**src/design/abf_pkg.sv**
```systemverilog
package abf_pkg;

	localparam int MAX_WIDTH  = 256;
	localparam int MAX_HEIGHT = 256;

	localparam int XW     = $clog2(MAX_WIDTH);
	localparam int YW     = $clog2(MAX_HEIGHT);
	localparam int FW     = $clog2(MAX_WIDTH + 1);
	localparam int FH     = $clog2(MAX_HEIGHT + 1);
	localparam int DEPTH  = MAX_WIDTH * MAX_HEIGHT;
	localparam int AW     = $clog2(DEPTH);
	localparam int PW     = YW + FW;
	localparam int CFG_W  = 9;
	localparam int PIX_W  = 24;
	localparam int CW     = 17;

	localparam int FW_RESET = (MAX_WIDTH < 256) ? MAX_WIDTH : 256;
	localparam int FH_RESET = (MAX_HEIGHT < 256) ? MAX_HEIGHT : 256;

	localparam logic CFG_FRAME_WIDTH  = 1'b0;
	localparam logic CFG_FRAME_HEIGHT = 1'b1;

	typedef enum logic [1:0] {
		OP_READ  = 2'd0,
		OP_WRITE = 2'd1,
		OP_FILL  = 2'd2
	} op_t;

	typedef struct packed {
		op_t                op;
		logic signed [15:0] x_left;
		logic signed [15:0] y_top;
		logic signed [15:0] x_right;
		logic signed [15:0] y_bottom;
		logic [7:0]         red;
		logic [7:0]         green;
		logic [7:0]         blue;
		logic [7:0]         alpha;
	} cmd_t;

	typedef struct packed {
		logic [PIX_W-1:0] pixel_data;
		logic             status;
	} res_t;

	typedef struct packed {
		logic          re;
		logic [AW-1:0] addr;
	} rd_req_t;

	typedef struct packed {
		logic             we;
		logic [AW-1:0]    addr;
		logic [PIX_W-1:0] data;
	} wr_req_t;

	typedef struct packed {
		logic [7:0] red;
		logic [7:0] green;
		logic [7:0] blue;
		logic [7:0] alpha;
	} color_t;

	function automatic logic [AW-1:0] pix_addr(input logic [YW-1:0] row,
		input logic [XW-1:0] col, input logic [FW-1:0] stride);
		logic [PW-1:0] p;
		p = PW'(row) * PW'(stride) + PW'(col);
		return p[AW-1:0];
	endfunction

endpackage

```
**src/design/abf_ctrl.sv**
```systemverilog
module abf_ctrl (
	input  logic                   clk,
	input  logic                   arst_n,
	input  logic [abf_pkg::FW-1:0] fw,
	input  logic [abf_pkg::FH-1:0] fh,
	input  logic                   cmd_valid,
	output logic                   cmd_ready,
	input  abf_pkg::cmd_t          cmd,
	output logic                   res_valid,
	input  logic                   res_ready,
	output abf_pkg::res_t          res,
	output abf_pkg::rd_req_t       rd,
	output abf_pkg::wr_req_t       wr,
	output logic                   blend_issue,
	output abf_pkg::color_t        color,
	input  logic                   blend_busy,
	input  logic [abf_pkg::PIX_W-1:0] rdata
);
	import abf_pkg::*;

	typedef enum logic [2:0] {
		ST_CLEAR,
		ST_IDLE,
		ST_DECODE,
		ST_PIX,
		ST_RDATA,
		ST_WALK,
		ST_DRAIN,
		ST_DONE
	} state_t;

	state_t        state_q;
	cmd_t          cmd_q;
	res_t          result_q, res_q;
	logic          res_valid_q;
	logic [AW-1:0] clr_cnt_q;
	logic [XW-1:0] col_q, x0_q, xlast_q;
	logic [YW-1:0] row_q, ylast_q;

	logic signed [CW-1:0] ws, hs, xl, yt, xr, yb, x0, y0, x1, y1, xm1, ym1;
	logic                 in_frame, fill_hit;
	logic [AW-1:0]        walk_addr;

	assign ws  = $signed(CW'(fw));
	assign hs  = $signed(CW'(fh));
	assign xl  = CW'(cmd_q.x_left);
	assign yt  = CW'(cmd_q.y_top);
	assign xr  = CW'(cmd_q.x_right);
	assign yb  = CW'(cmd_q.y_bottom);
	assign x0  = (xl < 0) ? '0 : xl;
	assign y0  = (yt < 0) ? '0 : yt;
	assign x1  = (xr > ws) ? ws : xr;
	assign y1  = (yb > hs) ? hs : yb;
	assign xm1 = x1 - CW'(1);
	assign ym1 = y1 - CW'(1);
	assign fill_hit = (x0 < x1) && (y0 < y1);
	assign in_frame = (xl >= 0) && (yt >= 0) && (xl < ws) && (yt < hs);

	assign walk_addr = pix_addr(row_q, col_q, fw);

	always_ff @(posedge clk or negedge arst_n) begin
		if (!arst_n) begin
			state_q     <= ST_CLEAR;
			clr_cnt_q   <= '0;
			res_valid_q <= 1'b0;
		end else begin
			if (res_valid_q && res_ready && state_q != ST_DONE) begin
				res_valid_q <= 1'b0;
			end
			case (state_q)
				ST_CLEAR: begin
					clr_cnt_q <= clr_cnt_q + AW'(1);
					if (clr_cnt_q == AW'(DEPTH - 1)) begin
						state_q <= ST_IDLE;
					end
				end
				ST_IDLE: begin
					if (cmd_valid) begin
						state_q <= ST_DECODE;
					end
				end
				ST_DECODE: begin
					case (cmd_q.op)
						OP_READ, OP_WRITE: begin
							if (in_frame) begin
								result_q <= '0;
								col_q    <= xl[XW-1:0];
								row_q    <= yt[YW-1:0];
								state_q  <= ST_PIX;
							end else begin
								result_q <= '{pixel_data: '0, status: 1'b1};
								state_q  <= ST_DONE;
							end
						end
						OP_FILL: begin
							result_q <= '0;
							if (fill_hit) begin
								col_q   <= x0[XW-1:0];
								x0_q    <= x0[XW-1:0];
								xlast_q <= xm1[XW-1:0];
								row_q   <= y0[YW-1:0];
								ylast_q <= ym1[YW-1:0];
								state_q <= ST_WALK;
							end else begin
								state_q <= ST_DONE;
							end
						end
						default: begin
							result_q <= '0;
							state_q  <= ST_DONE;
						end
					endcase
				end
				ST_PIX: begin
					state_q <= (cmd_q.op == OP_READ) ? ST_RDATA : ST_DONE;
				end
				ST_RDATA: begin
					result_q.pixel_data <= rdata;
					state_q             <= ST_DONE;
				end
				ST_WALK: begin
					if (col_q == xlast_q) begin
						col_q <= x0_q;
						if (row_q == ylast_q) begin
							state_q <= ST_DRAIN;
						end else begin
							row_q <= row_q + YW'(1);
						end
					end else begin
						col_q <= col_q + XW'(1);
					end
				end
				ST_DRAIN: begin
					if (!blend_busy) begin
						state_q <= ST_DONE;
					end
				end
				ST_DONE: begin
					if (!res_valid_q || res_ready) begin
						res_q       <= result_q;
						res_valid_q <= 1'b1;
						state_q     <= ST_IDLE;
					end
				end
				default: state_q <= ST_IDLE;
			endcase
		end
	end

	always_ff @(posedge clk) begin
		if (state_q == ST_IDLE && cmd_valid) begin
			cmd_q <= cmd;
		end
	end

	always_comb begin
		rd.re   = (state_q == ST_WALK) || (state_q == ST_PIX && cmd_q.op == OP_READ);
		rd.addr = walk_addr;
		wr.we   = 1'b0;
		wr.addr = walk_addr;
		wr.data = {cmd_q.red, cmd_q.green, cmd_q.blue};
		if (state_q == ST_CLEAR) begin
			wr.we   = 1'b1;
			wr.addr = clr_cnt_q;
			wr.data = '0;
		end else if (state_q == ST_PIX && cmd_q.op == OP_WRITE) begin
			wr.we = 1'b1;
		end
	end

	assign blend_issue = (state_q == ST_WALK);
	assign color       = '{red: cmd_q.red, green: cmd_q.green, blue: cmd_q.blue,
		alpha: cmd_q.alpha};
	assign cmd_ready   = (state_q == ST_IDLE);
	assign res_valid   = res_valid_q;
	assign res         = res_q;

endmodule

```
**config.mk**
```make
export PLATFORM = sky130hd
export DESIGN_NAME = abf_ctrl
export DESIGN_NICKNAME = d
export VERILOG_FILES = /design/src/design/abf_pkg.sv /design/src/design/abf_ctrl.sv
export SDC_FILE = /design/constraint.sdc
export NUM_CORES = 1
export LEC_CHECK = 0
export BUFFER_PORTS_ARGS = -buffer_cell sky130_fd_sc_hd__buf_4
export CAP_MARGIN = 30
export CELL_PAD_IN_SITES_DETAIL_PLACEMENT = 0
export CELL_PAD_IN_SITES_GLOBAL_PLACEMENT = 1
export CORE_MARGIN = 3
export CORE_UTILIZATION = 40
export DETAILED_ROUTE_END_ITERATION = 10
export GPL_TIMING_DRIVEN = 1
export HOLD_SLACK_MARGIN = 0.03
export PLACE_DENSITY = 0.75
export SLEW_MARGIN = 20
export SYNTH_ARGS = -nofsm -noshare
export SYNTH_HDL_FRONTEND = slang
export SYNTH_SLANG_ARGS = --single-unit
```
**constraint.sdc**
```tcl
create_clock -name clk -period 7.2 [get_ports clk]
set_input_delay 0 -clock clk [delete_from_list [all_inputs] [get_ports clk]]
set_output_delay 0 -clock clk [all_outputs]
set_load 0.05 [all_outputs]
```
==> results of run 1 <==
## layout make-up
type,count,share of cell area
clock buffers,30,0.03752
multi-input cells,752,0.3479
repair buffers,402,0.1961
diodes,2,0.0002914
flip-flops and latches,208,0.3579
clock inverters,16,0.008305
well taps,402,0.02929
inverters,104,0.02273
## worst min-delay path: stages
cell,delay (ns)
buf_4,0.07
inv_1,0.06
nor2_1,0.11
a21oi_1,0.11
xnor2_1,0.15
## power by group through the flow
| stage | clock (uW) | sequential, uW | combinational, uW |
|---|---|---|---|
| detailed placement | 0 | 1330 | 585 |
| floorplan | 0 | 1330 | 383 |
| global placement | 0 | 1330 | 582 |
| CTS | 1260 | 1310 | 648 |
| finish | 1220 | 1310 | 643 |
| global route | 1300 | 1310 | 699 |
## worst max path at each step
stage                     slack [ns]  depth (start not counted)      to
after floorplan                 1.98                         19  wr[38]
after global placement          1.99                         18  wr[39]
after detailed placement        1.95                         18  wr[39]
after CTS                       1.36                         18  wr[39]
after global routing            1.13                         19  wr[38]
final                           1.47                         19  wr[39]
## metrics by stage
| step | utilization | std cells |
|---|---|---|
| floorplan | - | 1133 |
| global placement | 0.4747 | 1733 |
| detailed placement | 0.4756 | 1734 |
| CTS | 0.5429 | 1914 |
| global route | 0.5429 | 1916 |
| finish | 0.5429 | 1916 |
## state kept, by name (all words and copies together), names as in the netlist
register	count
row_q	8
col_q	8
xlast_q	8
res_valid	1
res	25
state_q	3
color	32
clr_cnt_q	16
ylast_q	8
cmd_q	66
result_q	25
x0_q	8
## cells by family after synthesis
family	count (synthesis)	synth area share
flip-flops	208	0.4767
buffers and inverters	173	0.06114
AO/OA/AOI/OAI	129	0.06464
multiplexers	27	0.02358
XOR/XNOR	70	0.04755
adder cells (fa/ha/maj)	149	0.1730
AND/OR/NAND/NOR	377	0.1533
## routing by layer
metal  global-route usage  routed length (um)  vias up
met1               0.2392               14280     4464
met5                    0                   0        -
li1                     -                   -     4623
met2               0.3203               15430      241
met3              0.03225                1720       36
met4              0.04081                 570        0
## cell usage after synthesis (3+ instances only)
cell,count,area [um^2]
edfxtp_1,188,5645
ha_1,99,1239
buf_4,32,240.2
clkbuf_1,30,112.6
nor4_1,13,81.33
buf_2,3,15.01
nor2_1,47,176.4
nor2b_1,59,369.1
nand2_1,108,405.4
a21oi_1,38,190.2
o21ai_0,39,195.2
nand4_1,12,75.07
and4_1,3,26.28
and2_1,59,369.1
and3_1,12,75.07
o21a_1,4,30.03
or3_1,4,25.02
mux2_2,17,191.4
o211ai_1,3,22.52
or4_1,3,22.52
nand2b_1,14,87.58
mux2i_1,9,90.09
inv_1,104,390.4
dfrtp_1,20,500.5
a31oi_1,3,18.77
nand3_1,22,110.1
xnor2_1,39,341.6
o41ai_1,4,35.03
o2111ai_1,3,26.28
fa_1,49,980.9
nor3_1,9,45.04
xor2_1,31,271.5
a21o_1,11,82.58
or2_2,4,25.02
==> Flow_metrics.wiki, run 1 <==
{| class="wikitable"
! Metric !! Value
|-
| Net Sw Frac || 0.2789
|-
| Avg Synthesized Cell Area || about 11 um^2
|-
| Remaining antenna violation count || 0
|-
| Number of pins exceeding their max-slew limit in the final report || 0
|-
| Area growth, synth to finish || 33.21%
|-
| Finished layout cell area || between 0.015 and 0.02 mm^2
|-
| Horizontal die dimension || roughly 190 um
|-
| Number of different library cells in the post-synthesis netlist || just over 60
|-
| Flop-to-flop setup slack || between 2 and 2.5 ns
|-
| Unrepaired setup endpoints after global routing || no
|-
| CTS Buf Count || 25
|-
| Stage delay of the slowest cell on the critical path || around 0.65 ns
|-
| CP Buf/Inv Count || 4
|-
| Wirelength, routed || about 32 mm
|-
| Number of failing hold endpoints at the final stage || 0
|-
| Post-Route Skew || roughly 0.012 ns
|-
| Post-layout nets || 1,786
|-
| Total power per unit cell area || 184.4 mW/mm^2
|-
| Comb power frac || 0.203
|-
| Period utilisation layout || 0.7964
|-
| Hold depth || 5
|-
| Fmax || 174.4 MHz
|-
| Dominant register cell in the synthesized netlist || edfxtp_1
|-
| Post-Syn Area || 0.01289 mm^2
|-
| Critical setup path kind || reg2out
|-
| Pre-CTS setup slack || ~2 ns
|-
| Relative contribution of sequential cells to total power || 0.413
|-
| Result of the run || completed
|-
| Per-cell via count in the routed design || 4.887
|-
| Total internal power || 2284 uW
|-
| Time the final worst path needs with I/O delays and setup || 5.734 ns
|-
| Worst VDD drop || 0.1680 mV
|-
| Worst reg2reg endpoint || xlast_q[1]$_DFFE_PP_
|-
| Leakage dissipation || 0.007387 uW
|-
| Kind of path behind the tightest hold check || in2reg
|-
| Start point of the worst min-delay path || fh[3]
|-
| Worst Hold End || ylast_q[3]$_DFFE_PP_
|-
| Area occupied by registers || 0.006146 mm^2
|-
| Worst r2r src || cmd_q[42]$_DFFE_PP_
|-
| # Max-Cap Violations || 0
|-
| Fraction of final layout cells with drive strength greater than 1 || 0.2275
|-
| Area used by multi-input combinational logic || 0.005974 mm^2
|-
| Summed negative setup slack over all endpoints || 0 ns
|-
| Number of synthesized register bits || around 210
|-
| DRT Pass-1 Iters || 5
|-
| Fraction of synthesis flops using an asynchronous set or reset pin || 0.09615
|-
| Leading cell type in the layout, fill and taps excluded || buf_4
|-
| Total power after layout || between 3000 and 4000 uW
|-
| Starting utilization of the core area || 0.4075
|-
| Startpoint of the most critical setup path || row_q[1]$_DFFE_PP_
|-
| Kind of cell with the highest combined delay on the critical path || adder cells
|-
| Quantity of gates resized following cts || 0
|-
| DRC errors left || 0
|-
| Largest buffer count on any clock path || 3
|-
| Number of global-route vias before repair || 9,608
|-
| Global router's overall resource usage || 0.1831
|-
| Number of hold-repair buffers added at the cts stage || 134
|-
| Level count of the clock H-tree || 1
|-
| Post-synth net total || 1,426
|-
| First-pass GRT wire length || 50.59 mm
|-
| Final setup violating endpoints || 0
|-
| Die outline height || 185.5 um
|-
| Boundary pin count || between 200 and 300
|-
| Post-route worst setup slack || 1.466 ns
|-
| Clock latency of the later-clocked register in the worst-skew pair || 0.53 ns
|-
| Final weighted congestion in routability-driven placement || 0.8136
|-
| Maximum number of pins on one net before global-route repair || 63
|-
| Clock power frac || 0.384
|-
| Clock transition time at the flip-flop clock pins of the worst setup and hold paths || around 0.060 ns
|-
| Crit path arrival time || 5.73 ns
|-
| Global route total overflow || 0
|-
| TritonCTS clock tree || yes
|-
| Layout fillers || 2,700
|-
| Nature of the critical path startpoint || flip-flop
|-
| Seq/Total Area, Yosys || 0.4767
|-
| Initial antenna violation count || 2
|-
| Die ar. || 0.03442 mm^2
|-
| Critical-path cell list || nand2_1 > fa_1 > inv_1 > fa_1 > ha_1 > inv_1 > fa_1 > inv_1 > ha_1 > nor2b_1 > o21ai_0 > nand2_1 > and2_1 > o41ai_1 > o21ai_0 > o41ai_1 > xnor2_1 > mux2_2 > buf_4
|-
| Number of cells produced by synthesis || ~1.1k
|-
| CP max stage cell || edfxtp_1
|-
| First-iteration detailed-routing DRC count || 445
|-
| Largest fanout on the critical path || 12
|-
| Total via count in the routed design || 9,364
|-
| Post-DP HPWL || between 20 and 25 mm
|-
| Slew Limit Headroom || 0.4177
|-
| Number of enable flip-flop cells after synthesis || 188
|-
| Area of the core || 0.03164 mm^2
|-
| Clock tree root driver cell || clkbuf_16
|-
| Buffers inserted by post-CTS timing repair || 0
|-
| Capturing element type of the critical path || output pin
|-
| Number of warning messages in the yosys log || 0
|-
| Sinks on Clock Net || 208
|-
| Count of buffers inserted at the top-level ports || between 200 and 300
|-
| Crit path required time || 7.20 ns
|-
| FF-to-FF path depth || 17
|-
| Standard cell area after detailed placement || 0.01505 mm^2
|-
| Post-DR wirelength/cell || 16.70 um
|-
| Worst-case hold slack || between 0.08 and 0.09 ns
|-
| Switching pwr || 883.3 uW
|-
| Cell row count || 65
|-
| Commonest cells after routing, fill and taps aside || 267 x buf_4, 188 x edfxtp_1, 133 x dlygate4sd3_1, 108 x nand2_1, 104 x inv_1
|-
| Least-Margin Pin Slew || 0.8697 ns
|}
Power figures use the tool's default switching activity.
==> inputs of run 2 (changes only) <==
==> constraint.sdc (replaced) <==
create_clock -name clk -period 5.4 [get_ports clk]
set_input_delay 0 -clock clk [delete_from_list [all_inputs] [get_ports clk]]
set_output_delay 0 -clock clk [all_outputs]
set_load 0.05 [all_outputs]
==> Flow_metrics.wiki, run 2 (synthesis gave the netlist of run 1 again) <==
{| class="wikitable"
! Metric !! Value
|-
| Number of global-route vias before repair || 9,333
|-
| Final setup violating endpoints || 0
|-
| Least-Margin Pin Slew || 0.9061 ns
|-
| Post-DR wirelength/cell || ~16 um
|-
| Wirelength, routed || 31.89 mm
|-
| Number of pins exceeding their max-slew limit in the final report || 0
|-
| Worst Hold End || ylast_q[3]$_DFFE_PP_
|-
| Worst VDD drop || 0.2238 mV
|-
| Largest fanout on the critical path || 9
|-
| Post-layout nets || 1,818
|-
| Count of buffers inserted at the top-level ports || 262
|-
| Hold depth || 5
|-
| Critical Path Most Common Cell || fa_1
|-
| Horizontal die dimension || about 190 um
|-
| Leading cell type in the layout, fill and taps excluded || buf_4
|-
| Critical path depth in cells || 16
|-
| CTS Buf Count || 24
|-
| First-iteration detailed-routing DRC count || 423
|-
| Ant. Diodes || 0
|-
| Maximum number of pins on one net before global-route repair || 62
|-
| DRT Pass-1 Iters || 5
|-
| Clock latency of the later-clocked register in the worst-skew pair || 0.53 ns
|-
| Highest routing layer actually used || met4
|-
| Total power per unit cell area || between 200 and 250 mW/mm^2
|-
| Critical-path cell list || nand2_1 > fa_1 > fa_1 > inv_1 > fa_1 > fa_1 > ha_2 > nor3_2 > nor2_1 > a31oi_1 > nor2_1 > o21a_1 > o41ai_2 > xnor2_1 > mux2_4 > buf_8
|-
| Total via count in the routed design || 9,508
|-
| TritonCTS clock tree || yes
|-
| Sinks on Clock Net || 208
|-
| Level count of the clock H-tree || 1
|-
| Result of the run || completed
|-
| Area growth, synth to finish || 36.50%
|-
| CP max stage cell || fa_1
|-
| Max FFs per register || 66
|-
| Period utilisation layout || 0.9742
|-
| First-pass GRT wire length || 49.66 mm
|-
| Critical setup path kind || reg2out
|-
| Number of failing hold endpoints at the final stage || 0
|-
| Slew Limit Headroom || 0.3933
|-
| Nature of the critical path startpoint || flip-flop
|-
| Routed length on met2 || 15.39 mm
|-
| Kind of cell with the highest combined delay on the critical path || adder cells
|-
| Fmax || 190.1 MHz
|-
| Register name with the most flops || cmd_q
|-
| Worst r2r src || cmd_q[42]$_DFFE_PP_
|-
| Time the final worst path needs with I/O delays and setup || 5.261 ns
|-
| Global route total overflow || 0
|-
| Boundary pin count || 263
|-
| Worst reg2reg endpoint || row_q[4]$_DFFE_PP_
|-
| Remaining antenna violation count || 0
|-
| Worst-case hold slack || ~0.074 ns
|-
| Kind of path behind the tightest hold check || in2reg
|-
| Clock tree root driver cell || clkbuf_16
|-
| # Max-Cap Violations || 0
|-
| Largest buffer count on any clock path || 3
|-
| Commonest cells after routing, fill and taps aside || 292 x buf_4, 188 x edfxtp_1, 133 x dlygate4sd3_1, 105 x nand2_1, 100 x inv_1
|-
| Startpoint of the most critical setup path || row_q[6]$_DFFE_PP_
|-
| Summed negative setup slack over all endpoints || 0 ns
|-
| Starting utilization of the core area || 0.4075
|-
| Global router's overall resource usage || 0.1806
|-
| Fraction of final layout cells with drive strength greater than 1 || 0.2586
|-
| Start point of the worst min-delay path || fh[3]
|-
| Final weighted congestion in routability-driven placement || 0.8050
|-
| CP Buf/Inv Count || 2
|-
| Die ar. || 0.03442 mm^2
|-
| Post-Route Skew || approximately 0.016 ns
|-
| Detailed-route wire length on metal 1 || 14.20 mm
|-
| Initial antenna violation count || 0
|-
| Crit path required time || 5.40 ns
|-
| Area of the core || roughly 0.032 mm^2
|-
| Stage delay of the slowest cell on the critical path || roughly 0.56 ns
|-
| Total met3 wirelength after detailed routing || 1.553 mm
|-
| Die outline height || between 150 and 200 um
|-
| Per-cell via count in the routed design || 4.888
|-
| Unrepaired setup endpoints after global routing || yes
|-
| FF-to-FF path depth || 16
|-
| Flop-to-flop setup slack || 0.68 ns
|-
| Capturing element type of the critical path || output pin
|-
| Cell row count || 65
|-
| DRC errors left || 0
|-
| Leakage dissipation || 0.007615 uW
|-
| Post-DP HPWL || about 24 mm
|-
| Crit path arrival time || around 5.3 ns
|-
| Clock transition time at the flip-flop clock pins of the worst setup and hold paths || 0.06 ns
|}
[run 2: cell count changes in the layout (fill, tap and decap cells not counted), sizes merged]
cell | previous run | this run
clkinvlp | 5 | 1
inv | 105 | 107
clkinv | 8 | 7
clkbuf | 30 | 31
buf | 269 | 301
diode | 2 | 0
bufinv | 2 | 3
[run 2: where the power goes]
part	internal [uW]	switching, uW	leakage [uW]
combinational	393	529	0.00524
sequential	1740	0	0.00198
clock	997	673	0.000397
[run 2: repair_timing]
item                       CTS  global route
pin swaps                    1            31
hold buffers               134             0
setup endpoints to repair    4             5
buffers inserted             3            24
hold endpoints to repair   151             0
cloned                       0             0
gates resized for setup      3            36
[run 2: area by class of cell]
class                      count  area (um^2)
clock inverter                14        171.4
fill                        2667        14040
sequential                   208         6146
timing repair buffer         435         3647
inverter                     104        390.4
tap                          402        503.0
clock buffer                  30        643.1
multi-input combinational    752         6097
[run 2: how the worst max path moves through the flow]
stage | end | slack [ns]
after global placement | wr[39] | 0.39
after global routing | wr[38] | -0.06
after floorplan | wr[38] | 0.18
after CTS | wr[38] | 0.04
final | wr[38] | 0.14
after detailed placement | wr[39] | 0.37
[run 2: metal layers]
layer / global-route usage / up-vias
li1: - / 4680
met1: 0.2408 / 4545
met2: 0.3095 / 235
met3: 0.02853 / 48
met4: 0.04736 / 0
met5: 0 / -
[run 2: through the flow]
| step | cells | instance area (um^2) | utilization | total power [uW] | setup slack [ns] |
|---|---|---|---|---|---|
| after floorplan | 1133 | 12890 | - | 2288 | 0.1773 |
| after global routing | 1945 | 17600 | 0.5563 | 4518 | -0.06252 |
| final | 1945 | 17600 | 0.5563 | 4336 | 0.1394 |
| after CTS | 1921 | 17290 | 0.5465 | 4330 | 0.03555 |
| after detailed placement | 1740 | 15090 | 0.4770 | 2560 | 0.3695 |
| after global placement | 1739 | 15060 | 0.4761 | 2556 | 0.3891 |
[run 2: worst min-delay path, cell delays in order]
cell     delay [ns]
buf_4          0.08
inv_1          0.06
nor2_1         0.10
a21oi_1        0.10
xnor2_1        0.16
